==> config.mk <==
export PLATFORM = sky130hd
export DESIGN_NAME = qpt_scale
export DESIGN_NICKNAME = d
export VERILOG_FILES = /design/src/design/qpt_pkg.sv /design/src/design/qpt_scale.sv
export SDC_FILE = /design/constraint.sdc
export NUM_CORES = 2
export LEC_CHECK = 0
export BUFFER_PORTS_ARGS = -buffer_cell sky130_fd_sc_hd__buf_2
export CAP_MARGIN = 20
export CORE_AREA = 2 2 319 321
export CTS_BUF_LIST = sky130_fd_sc_hd__clkbuf_4
export CTS_CLUSTER_SIZE = 8
export DETAILED_ROUTE_END_ITERATION = 10
export DIE_AREA = 0 0 321 323
export PLACE_DENSITY_LB_ADDON = 0.08
export SKIP_CTS_REPAIR_TIMING = 1
export SLEW_MARGIN = 0
export SYNTH_ARGS = -nofsm -noshare
export SYNTH_HDL_FRONTEND = slang
export SYNTH_SLANG_ARGS = --single-unit
==> constraint.sdc <==
create_clock -name i_clk -period 9.45 [get_ports i_clk]
set_clock_uncertainty 0.2 [all_clocks]
set_input_delay 1.89 -clock i_clk [delete_from_list [all_inputs] [get_ports i_clk]]
set_output_delay 1.89 -clock i_clk [all_outputs]
set_load 0.02 [all_outputs]
==> src/design/qpt_pkg.sv <==
// ----------------------------------------------------------------------------
// qpt_pkg: shared types, constants and helpers
// Fixed-point types, register indexes and multiply helpers for the
// quaternion point transform pipeline.
// ----------------------------------------------------------------------------
package qpt_pkg;

    // Pipeline depth from input transfer to result strobe.
    localparam int PIPE_DEPTH = 8;

    localparam int CFG_IDX_W  = 3;
    localparam int CFG_DATA_W = 48;

    // Register indexes of the configuration port.
    typedef enum logic [CFG_IDX_W-1:0] {
        REG_ROT_W   = 3'd0,
        REG_ROT_X   = 3'd1,
        REG_ROT_Y   = 3'd2,
        REG_ROT_Z   = 3'd3,
        REG_TRANS_X = 3'd4,
        REG_TRANS_Y = 3'd5,
        REG_TRANS_Z = 3'd6,
        REG_SCALE   = 3'd7
    } t_cfg_idx;

    typedef logic signed [15:0] t_s16;   // Q1.14 quaternion / Q3.12 scale
    typedef logic signed [23:0] t_s24;   // coordinate, 8 fractional bits
    typedef logic signed [27:0] t_s28;   // scaled coordinate
    typedef logic signed [33:0] t_s34;   // rotated and rounded coordinate
    typedef logic signed [34:0] t_s35;   // translated sum before clamp
    typedef logic signed [37:0] t_p38;   // 16 x 22 partial product
    typedef logic signed [39:0] t_p40;   // 24 x 16 scale product
    typedef logic signed [43:0] t_p44;   // cross product term
    typedef logic signed [61:0] t_acc;   // 36 fractional bit accumulator

    // Control that travels with each item.
    typedef struct packed {
        logic valid;
        logic is_dir;
    } t_ctl;

    typedef struct packed {
        t_s16 w;
        t_s16 x;
        t_s16 y;
        t_s16 z;
    } t_quat;

    localparam t_quat QUAT_RESET  = '{w: 16'sd16384, x: '0, y: '0, z: '0};
    localparam logic [CFG_DATA_W-1:0] SCALE_RESET = 48'h1000_1000_1000;

    localparam t_p40 ROUND12   = 40'sd2048;
    localparam t_acc ROUND28   = t_acc'(64'sd134217728);
    localparam t_s35 OUT_MAX35 = 35'sd8388607;
    localparam t_s35 OUT_MIN35 = -35'sd8388608;
    localparam t_s24 OUT_MAX   = 24'sd8388607;
    localparam t_s24 OUT_MIN   = -24'sd8388608;

    function automatic t_p40 mul_24x16(input t_s24 a, input t_s16 b);
        return t_p40'(a) * t_p40'(b);
    endfunction

    function automatic t_p44 mul_16x28(input t_s16 a, input t_s28 b);
        return t_p44'(a) * t_p44'(b);
    endfunction

    // Signed factor times signed upper half of a split operand.
    function automatic t_p38 mul_16x22s(input t_s16 a, input logic signed [21:0] b);
        return t_p38'(a) * t_p38'(b);
    endfunction

    // Signed factor times unsigned lower half of a split operand.
    function automatic t_p38 mul_16x22u(input t_s16 a, input logic [21:0] b);
        return t_p38'(a) * t_p38'(b);
    endfunction

endpackage

==> src/design/qpt_scale.sv <==
// ----------------------------------------------------------------------------
// qpt_scale: per-axis scaling
// Two stages: multiply each coordinate by its Q3.12 factor, then round
// to 8 fractional bits with halves toward plus infinity.
// ----------------------------------------------------------------------------
module qpt_scale
    import qpt_pkg::*;
(
    input  logic                  i_clk,
    input  logic                  i_rst_n,
    input  t_ctl                  i_ctl,
    input  t_s24                  i_in [3],
    input  logic [CFG_DATA_W-1:0] i_scale,
    output t_ctl                  o_ctl,
    output t_s28                  o_s [3]
);

    t_ctl r_ctl1, r_ctl2;
    t_p40 r_p [3];
    t_s28 r_s [3];
    t_s16 scale [3];

    assign scale[0] = i_scale[15:0];
    assign scale[1] = i_scale[31:16];
    assign scale[2] = i_scale[47:32];

    always_ff @(posedge i_clk) begin
        if (!i_rst_n) begin
            r_ctl1 <= '0;
            r_ctl2 <= '0;
        end else begin
            r_ctl1 <= i_ctl;
            r_ctl2 <= r_ctl1;
        end
    end

    always_ff @(posedge i_clk) begin
        for (int i = 0; i < 3; i++) begin
            r_p[i] <= mul_24x16(i_in[i], scale[i]);
            r_s[i] <= t_s28'((r_p[i] + ROUND12) >>> 12);
        end
    end

    assign o_ctl = r_ctl2;
    assign o_s   = r_s;

endmodule

==> metrics.cfg <==
[outcome]
outcome = complete, no violations

[critical_path]
path_cells = buf_2 > nand2_1 > fa_1 > fa_1 > fa_1 > inv_1 > fa_1 > fa_1 > inv_1 > fa_1 > inv_1 > ha_1 > a211o_1 > a211oi_1 > o211ai_1 > a41o_1 > a21oi_2 > nand3b_1 > o31ai_2 > a31oi_4 > o21bai_2 > a21oi_2 > xnor2_1
cp-start-kind = input port
startpoint = i_scale[2]
reg2reg_to = o_s[83]
path_common_cell = fa_1
ff2ff_path_depth = 8
cpLargestDelayFamily = adder cells
cp_slowest_cell = fa_1
crit_buf_inv = 4
critPathMaxFanout = 24
crit_type = input port to register
arrival_ns = 8.63
max_stage_delay_ns = 0.53
r2r_start = r_p[0][13]
r2r_setup_slack_ns = 6.26
worstPathRequired_ns = 9.94
cp-end-kind = register

[die]
io_pins = 210
die_w_um = 321
initial_utilization_pct = 44.5
rows = 117
die-area_um2 = 104000
die_h_um = 323
core_um2 = 101000

[yosys]
synth_seq_cells = 175
synth_edf_count = 0
postSynthAreaPerCell_um2 = 9.25
ys_dominant_reg_cell = dfxtp_1
syn-num-nets = 6371
synth_seq_area_share_pct = 7.82
netlist_instances = 4840
syn-cell-area_um2 = 44800
synth_top_cell_area_share_pct = 50.0
synthTopCellsByArea = fa_1 50%, inv_1 11%, ha_1 8.0%
async_flop_share_pct = 0
synth_warnings = 0
synth_largest_area_cell = fa_1
synth.distinct_cells = 52

[drt]
num_vias = 30600
dr.pass1.iters = 5
wl_per_cell_um = 18.2
antenna_left = 0
drt_iter0_markers = 1362
routed_wl_um = 114000
routed_via_density = 4.89
drcViolationCount = 0

[sta]
finalHoldViolations = 0
final_max_slew_viol_count = 0
fin_crit_sh_pct = 86.2
setup_ws_ns = 1.30
worst_slew_pin_slew_ns = 0.819
period_needed_ns = 8.15
rsz0062_at_grt = false
fmaxAchievable_ghz = 0.123
slew_headroom_pct = 45.0
setup_viol = 0
setup_tns_ns = 0
holdWs_ns = 0.247

[hold_path]
hold_depth = 1
min_to = o_s[27]
worstHoldStart = r_p[0][119]
worst_hold_path_type = register to register

[finish]
layout_commonest_cell = inv_1
drive_gt1_share_pct = 5.77
most-common-layout-cells = 1291 x inv_1, 1119 x fa_1, 671 x nand2_1
final_nets = 6460
area_delta_synth_final_pct = 5.73

[placed_design]
hpwlAfterDp_um = 91700
pre_cts_ws_ns = 0.530
numPortBuffers = 209
place.gp.congestion = 0.839

[clock_tree]
cts_root_buf = clkbuf_4
clk_latency_ns = 0.79
cts_buffer_depth = 2
cts_tree = yes
cts_inserted_buffers = 17
clk_pin_slew_ns = 0.22
cts_max_level = 4
clock-sinks = 175

[job]
cap_violations = 0

[grt]
grt_use_total_pct = 23.6
grt_pass1_vias = 33700
grt_antenna_before_repair = 9
grt_max_degree = 25
grt_pass1_wl_um = 187000
grt-ovfl-total = 0

flip-flops by register name, indices dropped and copies added (netlist names):
name	cells
r_p	87
r_ctl1	2
o_s	84
o_ctl	2
metrics by stage:
step           area (um2)  std cells  utilization [%]
2_1_floorplan       44800       4840                -
3_3_place_gp        47000       6219             46.7
3_5_place_dp        47000       6219             46.7
4_1_cts             47300       6251             47.0
5_1_grt             47300       6255             47.0
6_report            47300       6258             47.0
routing by layer:
metal	wire length [um]	up-vias	track usage, %
met4	2520	2	5.69
li1	-	14000	-
met3	5100	91	3.26
met2	55500	599	40.3
met5	14	-	0
met1	50600	15900	31.9
synthesized netlist by cell type, types with 26 or more instances:
cell type,instances
inv_1,1291
nor2_1,117
xor2_1,51
clkbuf_1,166
a21oi_1,65
nand2_1,671
nor2b_1,26
a21o_1,38
nand3_1,43
dfxtp_1,175
xnor2_1,138
ha_1,288
and2_1,457
fa_1,1119
worst reg2reg max path, delay by kind of cell (launching register included):
kind,cells,cell delay (ns)
flops,1,0.42
xor+xnor,1,0.17
simple gates,7,2.32
how the worst max path moves through the flow:
stage | slack [ns] | cells past startpoint | to
after floorplan | 1.51 | 25 | r_p[0][114]
after global placement | 0.49 | 23 | r_p[0][39]
after detailed placement | 0.53 | 23 | r_p[0][39]
after CTS | 1.39 | 23 | r_p[0][39]
after global routing | 1.10 | 23 | r_p[0][78]
final | 1.30 | 23 | r_p[0][39]
cell families (layout without fill, tap and decap cells):
kind of cell / Yosys count / in the layout / share of synthesized area (%)
compound gates: 198 / 198 / 2.96
xor+xnor: 189 / 189 / 3.70
fa+ha+maj: 1407 / 1407 / 58.1
buf+inv: 1459 / 1561 / 12.2
flops: 175 / 175 / 7.82
other cells: 0 / 7 / 0
simple gates: 1412 / 1412 / 15.2
layout make-up:
cell class	instances	area (um2)
fill	9944	53400
multi-input combinational	3206	35800
inverter	1292	4850
sequential	175	3500
tap	1309	1640
timing repair buffer	237	1260
clock inverter	14	146
clock buffer	18	135
antenna	7	17.5
Power is left out: the tool's default activity adds up to more than one toggle a clock period on the data nets, which glitch-free logic cannot reach.
