--- src/design/qpt_pkg.sv ---
// ----------------------------------------------------------------------------
// qpt_pkg: shared types, constants and helpers
// Fixed-point types, register indexes and multiply helpers for the
// quaternion point transform pipeline.
// ----------------------------------------------------------------------------
package qpt_pkg;

    // Pipeline depth from input transfer to result strobe.
    localparam int PIPE_DEPTH = 8;

    localparam int CFG_IDX_W  = 3;
    localparam int CFG_DATA_W = 48;

    // Register indexes of the configuration port.
    typedef enum logic [CFG_IDX_W-1:0] {
        REG_ROT_W   = 3'd0,
        REG_ROT_X   = 3'd1,
        REG_ROT_Y   = 3'd2,
        REG_ROT_Z   = 3'd3,
        REG_TRANS_X = 3'd4,
        REG_TRANS_Y = 3'd5,
        REG_TRANS_Z = 3'd6,
        REG_SCALE   = 3'd7
    } t_cfg_idx;

    typedef logic signed [15:0] t_s16;   // Q1.14 quaternion / Q3.12 scale
    typedef logic signed [23:0] t_s24;   // coordinate, 8 fractional bits
    typedef logic signed [27:0] t_s28;   // scaled coordinate
    typedef logic signed [33:0] t_s34;   // rotated and rounded coordinate
    typedef logic signed [34:0] t_s35;   // translated sum before clamp
    typedef logic signed [37:0] t_p38;   // 16 x 22 partial product
    typedef logic signed [39:0] t_p40;   // 24 x 16 scale product
    typedef logic signed [43:0] t_p44;   // cross product term
    typedef logic signed [61:0] t_acc;   // 36 fractional bit accumulator

    // Control that travels with each item.
    typedef struct packed {
        logic valid;
        logic is_dir;
    } t_ctl;

    typedef struct packed {
        t_s16 w;
        t_s16 x;
        t_s16 y;
        t_s16 z;
    } t_quat;

    localparam t_quat QUAT_RESET  = '{w: 16'sd16384, x: '0, y: '0, z: '0};
    localparam logic [CFG_DATA_W-1:0] SCALE_RESET = 48'h1000_1000_1000;

    localparam t_p40 ROUND12   = 40'sd2048;
    localparam t_acc ROUND28   = t_acc'(64'sd134217728);
    localparam t_s35 OUT_MAX35 = 35'sd8388607;
    localparam t_s35 OUT_MIN35 = -35'sd8388608;
    localparam t_s24 OUT_MAX   = 24'sd8388607;
    localparam t_s24 OUT_MIN   = -24'sd8388608;

    function automatic t_p40 mul_24x16(input t_s24 a, input t_s16 b);
        return t_p40'(a) * t_p40'(b);
    endfunction

    function automatic t_p44 mul_16x28(input t_s16 a, input t_s28 b);
        return t_p44'(a) * t_p44'(b);
    endfunction

    // Signed factor times signed upper half of a split operand.
    function automatic t_p38 mul_16x22s(input t_s16 a, input logic signed [21:0] b);
        return t_p38'(a) * t_p38'(b);
    endfunction

    // Signed factor times unsigned lower half of a split operand.
    function automatic t_p38 mul_16x22u(input t_s16 a, input logic [21:0] b);
        return t_p38'(a) * t_p38'(b);
    endfunction

endpackage

--- src/design/qpt_translate.sv ---
// ----------------------------------------------------------------------------
// qpt_translate: translation and saturation
// Add the translation for points, clamp to 24 bits and register the result.
// ----------------------------------------------------------------------------
module qpt_translate
    import qpt_pkg::*;
(
    input  logic i_clk,
    input  logic i_rst_n,
    input  t_ctl i_ctl,
    input  t_s34 i_r [3],
    input  t_s24 i_trans [3],
    output logic o_valid,
    output t_s24 o_out [3],
    output logic o_saturated
);

    t_s35 sum [3];
    t_s24 clamped [3];
    logic [2:0] clip;

    logic r_valid;
    t_s24 r_out [3];
    logic r_sat;

    always_comb begin
        for (int i = 0; i < 3; i++) begin
            sum[i] = t_s35'(i_r[i]) + (i_ctl.is_dir ? t_s35'(0) : t_s35'(i_trans[i]));
            if (sum[i] > OUT_MAX35) begin
                clamped[i] = OUT_MAX;
                clip[i]    = 1'b1;
            end else if (sum[i] < OUT_MIN35) begin
                clamped[i] = OUT_MIN;
                clip[i]    = 1'b1;
            end else begin
                clamped[i] = t_s24'(sum[i]);
                clip[i]    = 1'b0;
            end
        end
    end

    always_ff @(posedge i_clk) begin
        if (!i_rst_n) begin
            r_valid <= 1'b0;
        end else begin
            r_valid <= i_ctl.valid;
        end
    end

    always_ff @(posedge i_clk) begin
        r_out <= clamped;
        r_sat <= |clip;
    end

    assign o_valid     = r_valid;
    assign o_out       = r_out;
    assign o_saturated = r_sat;

endmodule
--- config.mk ---
export PLATFORM = sky130hd
export DESIGN_NAME = qpt_translate
export DESIGN_NICKNAME = d
export VERILOG_FILES = /design/src/design/qpt_pkg.sv /design/src/design/qpt_translate.sv
export SDC_FILE = /design/constraint.sdc
export NUM_CORES = 1
export LEC_CHECK = 0
export ABC_AREA = 1
export ABC_CLOCK_PERIOD_IN_PS = 5050
export BUFFER_PORTS_ARGS = -buffer_cell sky130_fd_sc_hd__clkbuf_2
export CAP_MARGIN = 20
export CELL_PAD_IN_SITES_DETAIL_PLACEMENT = 1
export CELL_PAD_IN_SITES_GLOBAL_PLACEMENT = 2
export CORE_ASPECT_RATIO = 2
export CORE_MARGIN = 4
export CORE_UTILIZATION = 27
export DETAILED_ROUTE_END_ITERATION = 10
export PLACE_DENSITY_LB_ADDON = 0.1
export SLEW_MARGIN = 20
export SYNTH_ARGS = -nofsm -noshare
export SYNTH_HDL_FRONTEND = slang
export SYNTH_SLANG_ARGS = --single-unit
--- constraint.sdc ---
create_clock -name i_clk -period 5.05 [get_ports i_clk]
set_clock_uncertainty 0.05 [all_clocks]
set_input_delay 1.515 -clock i_clk [delete_from_list [all_inputs] [get_ports i_clk]]
set_output_delay 1.515 -clock i_clk [all_outputs]
set_load 0.005 [all_outputs]
==> metrics.cfg <==
[worst_setup_path]
worstPathArrival_ps=4780
path_class=in -> reg
crit_start=i_ctl[0]
slowest_stage=a21boi_0
cp-start-kind=input port
crit_path_end_kind=register
path_cells=buf_2, buf_12, nor2_1, buf_4, ha_1, a21oi_1, a21boi_0, buf_4, nand2_1, a21oi_1, nand2_1, nand2_1, nand2_1, nor2_1, nand2_1, nor2_1, nand3_1, nand2_2, nand2_1, nor2_1, nand2_1
crit_path_max_fanout=38
worstPathRequired_ps=5260
crit_path_max_incr_delay_ps=410
cp_common_cell=nand2_1

[placed_design]
dp.cells=2725
dp_hpwl_um=44700
portBuffers=251
place_congestion=0.953

[detailed_routing]
wirelength_um=49300
drtAntennaViolNets=0
num_vias=12600
first_iter_violations=268
drcViolationCount=0
dr.pass1.iters=4
wl_per_cell_um=18.0
via_per_inst=4.58

[synthesis]
yosysUniqueCellTypes=40
yosysWarnings=0
synth_seq_cells=74
yosysSeqAreaShare_pct=14.0
syn_inst=1933
synth_nets=2216
synthesis.area_um2=10600
avgSynthCellArea_um2=5.47

[clock_network]
cts_sinks=74
post_cts_buffers=0
cts-root-buf=clkbuf_16
cts_resized=0
cts_hold_buf=0
clk_pin_slew_ps=60
cts.path.max_buffers=2
cts_buffers=9
tritoncts=yes
h-tree-depth=3

[cells_and_area]
fin_nets=2499
drive_gt1_share_pct=17.9
syn2layout_area_growth_pct=23.7
final_cells=2744

[timing]
finalCritPeriodShare_pct=90.5
worst_pin_slew_ps=775
rsz0062_at_grt=false
holdWs_ps=1280
fin_crit_ps=4570
slew_violations=0
fmax_ghz=0.219
hold_violations=0
relSlewSlack_pct=48.2
setup-violations-final=0
finalSetupTns_ps=0

[power]
cellLeakagePower_nw=7.80
irDropWorstVdd_mv=0.153
fin_total_pwr_w=0.00295
power_density_nw_per_um2=226

[worst_hold_path]
hp-start=i_ctl[1]
holdCritPathClass=in -> reg

[floorplan]
row_count=102
die-width_um=148
core_area_um2=38700
die_h_um=288
die_area_um2=42600
start_util_pct=27.3
io_pins=252

[status]
status=finished clean

[global_routing]
grt_max_degree=39
grt_usage_pct=22.9
grt_overflow=0
grt_pass1_wl_um=74300
grt_pass1_vias=13600
antenna_found_initial=3

[job]
cap_viol_max_count=0

## cells in the mapped netlist
| cell type | instances | area (um2) |
|---|---|---|
| nand2_1 | 724 | 2720 |
| inv_1 | 354 | 1330 |
| nor2_1 | 230 | 863 |
| ha_1 | 102 | 1280 |
| nand3_1 | 94 | 470 |
| a21oi_1 | 77 | 385 |
| dfxtp_1 | 74 | 1480 |
| xnor2_1 | 40 | 350 |
| o21ai_2 | 35 | 307 |
| o21ai_0 | 24 | 120 |
| xor2_1 | 21 | 184 |
| nand2_2 | 19 | 119 |
| nor3_1 | 16 | 80.1 |
| nand4_1 | 12 | 75.1 |
| nor2_2 | 12 | 75.1 |
| a31oi_1 | 10 | 62.6 |
| buf_6 | 8 | 90.1 |
| clkbuf_1 | 8 | 30.0 |
| o21bai_1 | 7 | 52.6 |
| inv_2 | 6 | 22.5 |
| o21ai_1 | 6 | 30.0 |
| or2_2 | 6 | 37.5 |
| and2_1 | 5 | 31.3 |
| nand3b_1 | 5 | 37.5 |
| nor4_1 | 5 | 31.3 |
| a21o_1 | 4 | 30.0 |
| buf_4 | 4 | 30.0 |
| nand3_2 | 4 | 40.0 |
| and3_1 | 3 | 18.8 |
| fa_1 | 3 | 60.1 |
| o21a_1 | 3 | 22.5 |
| a21oi_2 | 2 | 17.5 |
| clkinv_1 | 2 | 7.51 |
| nor2_4 | 2 | 22.5 |
| a21boi_0 | 1 | 7.51 |
| a41oi_1 | 1 | 8.76 |
| clkinv_2 | 1 | 5.00 |
| nand3b_4 | 1 | 20.0 |
| o211ai_1 | 1 | 7.51 |
| o211ai_2 | 1 | 12.5 |
## report_power, final
group	switching [W]	internal (W)	total (W)
clock	0.000299	0.000447	0.000746
sequential	0.0000508	0.000696	0.000747
combinational	0.000919	0.000542	0.00146
## final timing paths
check                 slack [ps]  cells after the start             endpoint
worst max-delay path         480                     21  o_saturated$_DFF_P_
worst min-delay path        1280                      3   o_valid$_SDFF_PN0_
## layout make-up
cell class | count | area (um2)
Antenna cell | 3 | 7.51
Clock buffer | 10 | 239
Clock inverter | 6 | 88.8
Fill cell | 5371 | 25600
Inverter | 363 | 1360
Multi-Input combinational cell | 1476 | 7570
Sequential cell | 74 | 1480
Tap cell | 520 | 651
Timing Repair Buffer | 292 | 1660
## flip-flops by register name (all words and copies together), names as in the netlist
name,cells
o_saturated,1
o_valid,1
o_out,72
## worst max-delay path, delay by kind of cell
kind	cells	cell delay, ps
and+or+nand+nor	13	1120
AOI/OAI and AO/OA	3	930
buffers and inverters	4	860
adders and majority gates	1	350
## cells in the final DEF, fill, tap and decap left out, drive strengths merged, types with 2 or more instances in the layout
| cell type | count |
|---|---|
| clkinvlp | 2 |
| xor2 | 21 |
| diode | 3 |
| fa | 3 |
| o21bai | 7 |
| a21o | 4 |
| bufinv | 2 |
| nor4 | 5 |
| a31oi | 10 |
| and2 | 5 |
| clkbuf | 260 |
| clkinv | 4 |
| and3 | 3 |
| nor3 | 16 |
| nand3b | 6 |
| nand4 | 12 |
| dfxtp | 74 |
| buf | 42 |
| nor2 | 244 |
| nand2 | 743 |
| o211ai | 2 |
| o21ai | 65 |
| or2 | 6 |
| a21oi | 79 |
| ha | 102 |
| xnor2 | 40 |
| inv | 361 |
| o21a | 3 |
| nand3 | 98 |
## stage by stage
step / utilization, % / setup WS (ps) / area [um2]
final: 33.8 / 480 / 13100
after global routing: 33.8 / 251 / 13100
after CTS: 33.8 / 460 / 13100
after detailed placement: 32.9 / 78.2 / 12700
after global placement: 32.9 / 60.3 / 12700
after floorplan: - / 756 / 10600
## kinds of logic after synthesis
family / after synthesis / synth area share (%)
adders and majority gates: 105 / 12.6
DFF: 74 / 14.0
buffers and inverters: 383 / 14.3
AOI/OAI and AO/OA: 172 / 10.1
and+or+nand+nor: 1138 / 43.9
xor gates and xnor gates: 61 / 5.06
## routing by layer
metal  GRT usage (%)  vias up  share of wire [%]  routed length (um)
li1                -     6471                  -                   -
met1            20.9     5739                 34               16800
met2            46.9      259                 57               27900
met3            2.47       89                2.9                1420
met4            14.0        0                6.6                3240
met5               0        -                  0                   0
No activity file was read; power rests on OpenSTA's default activity.
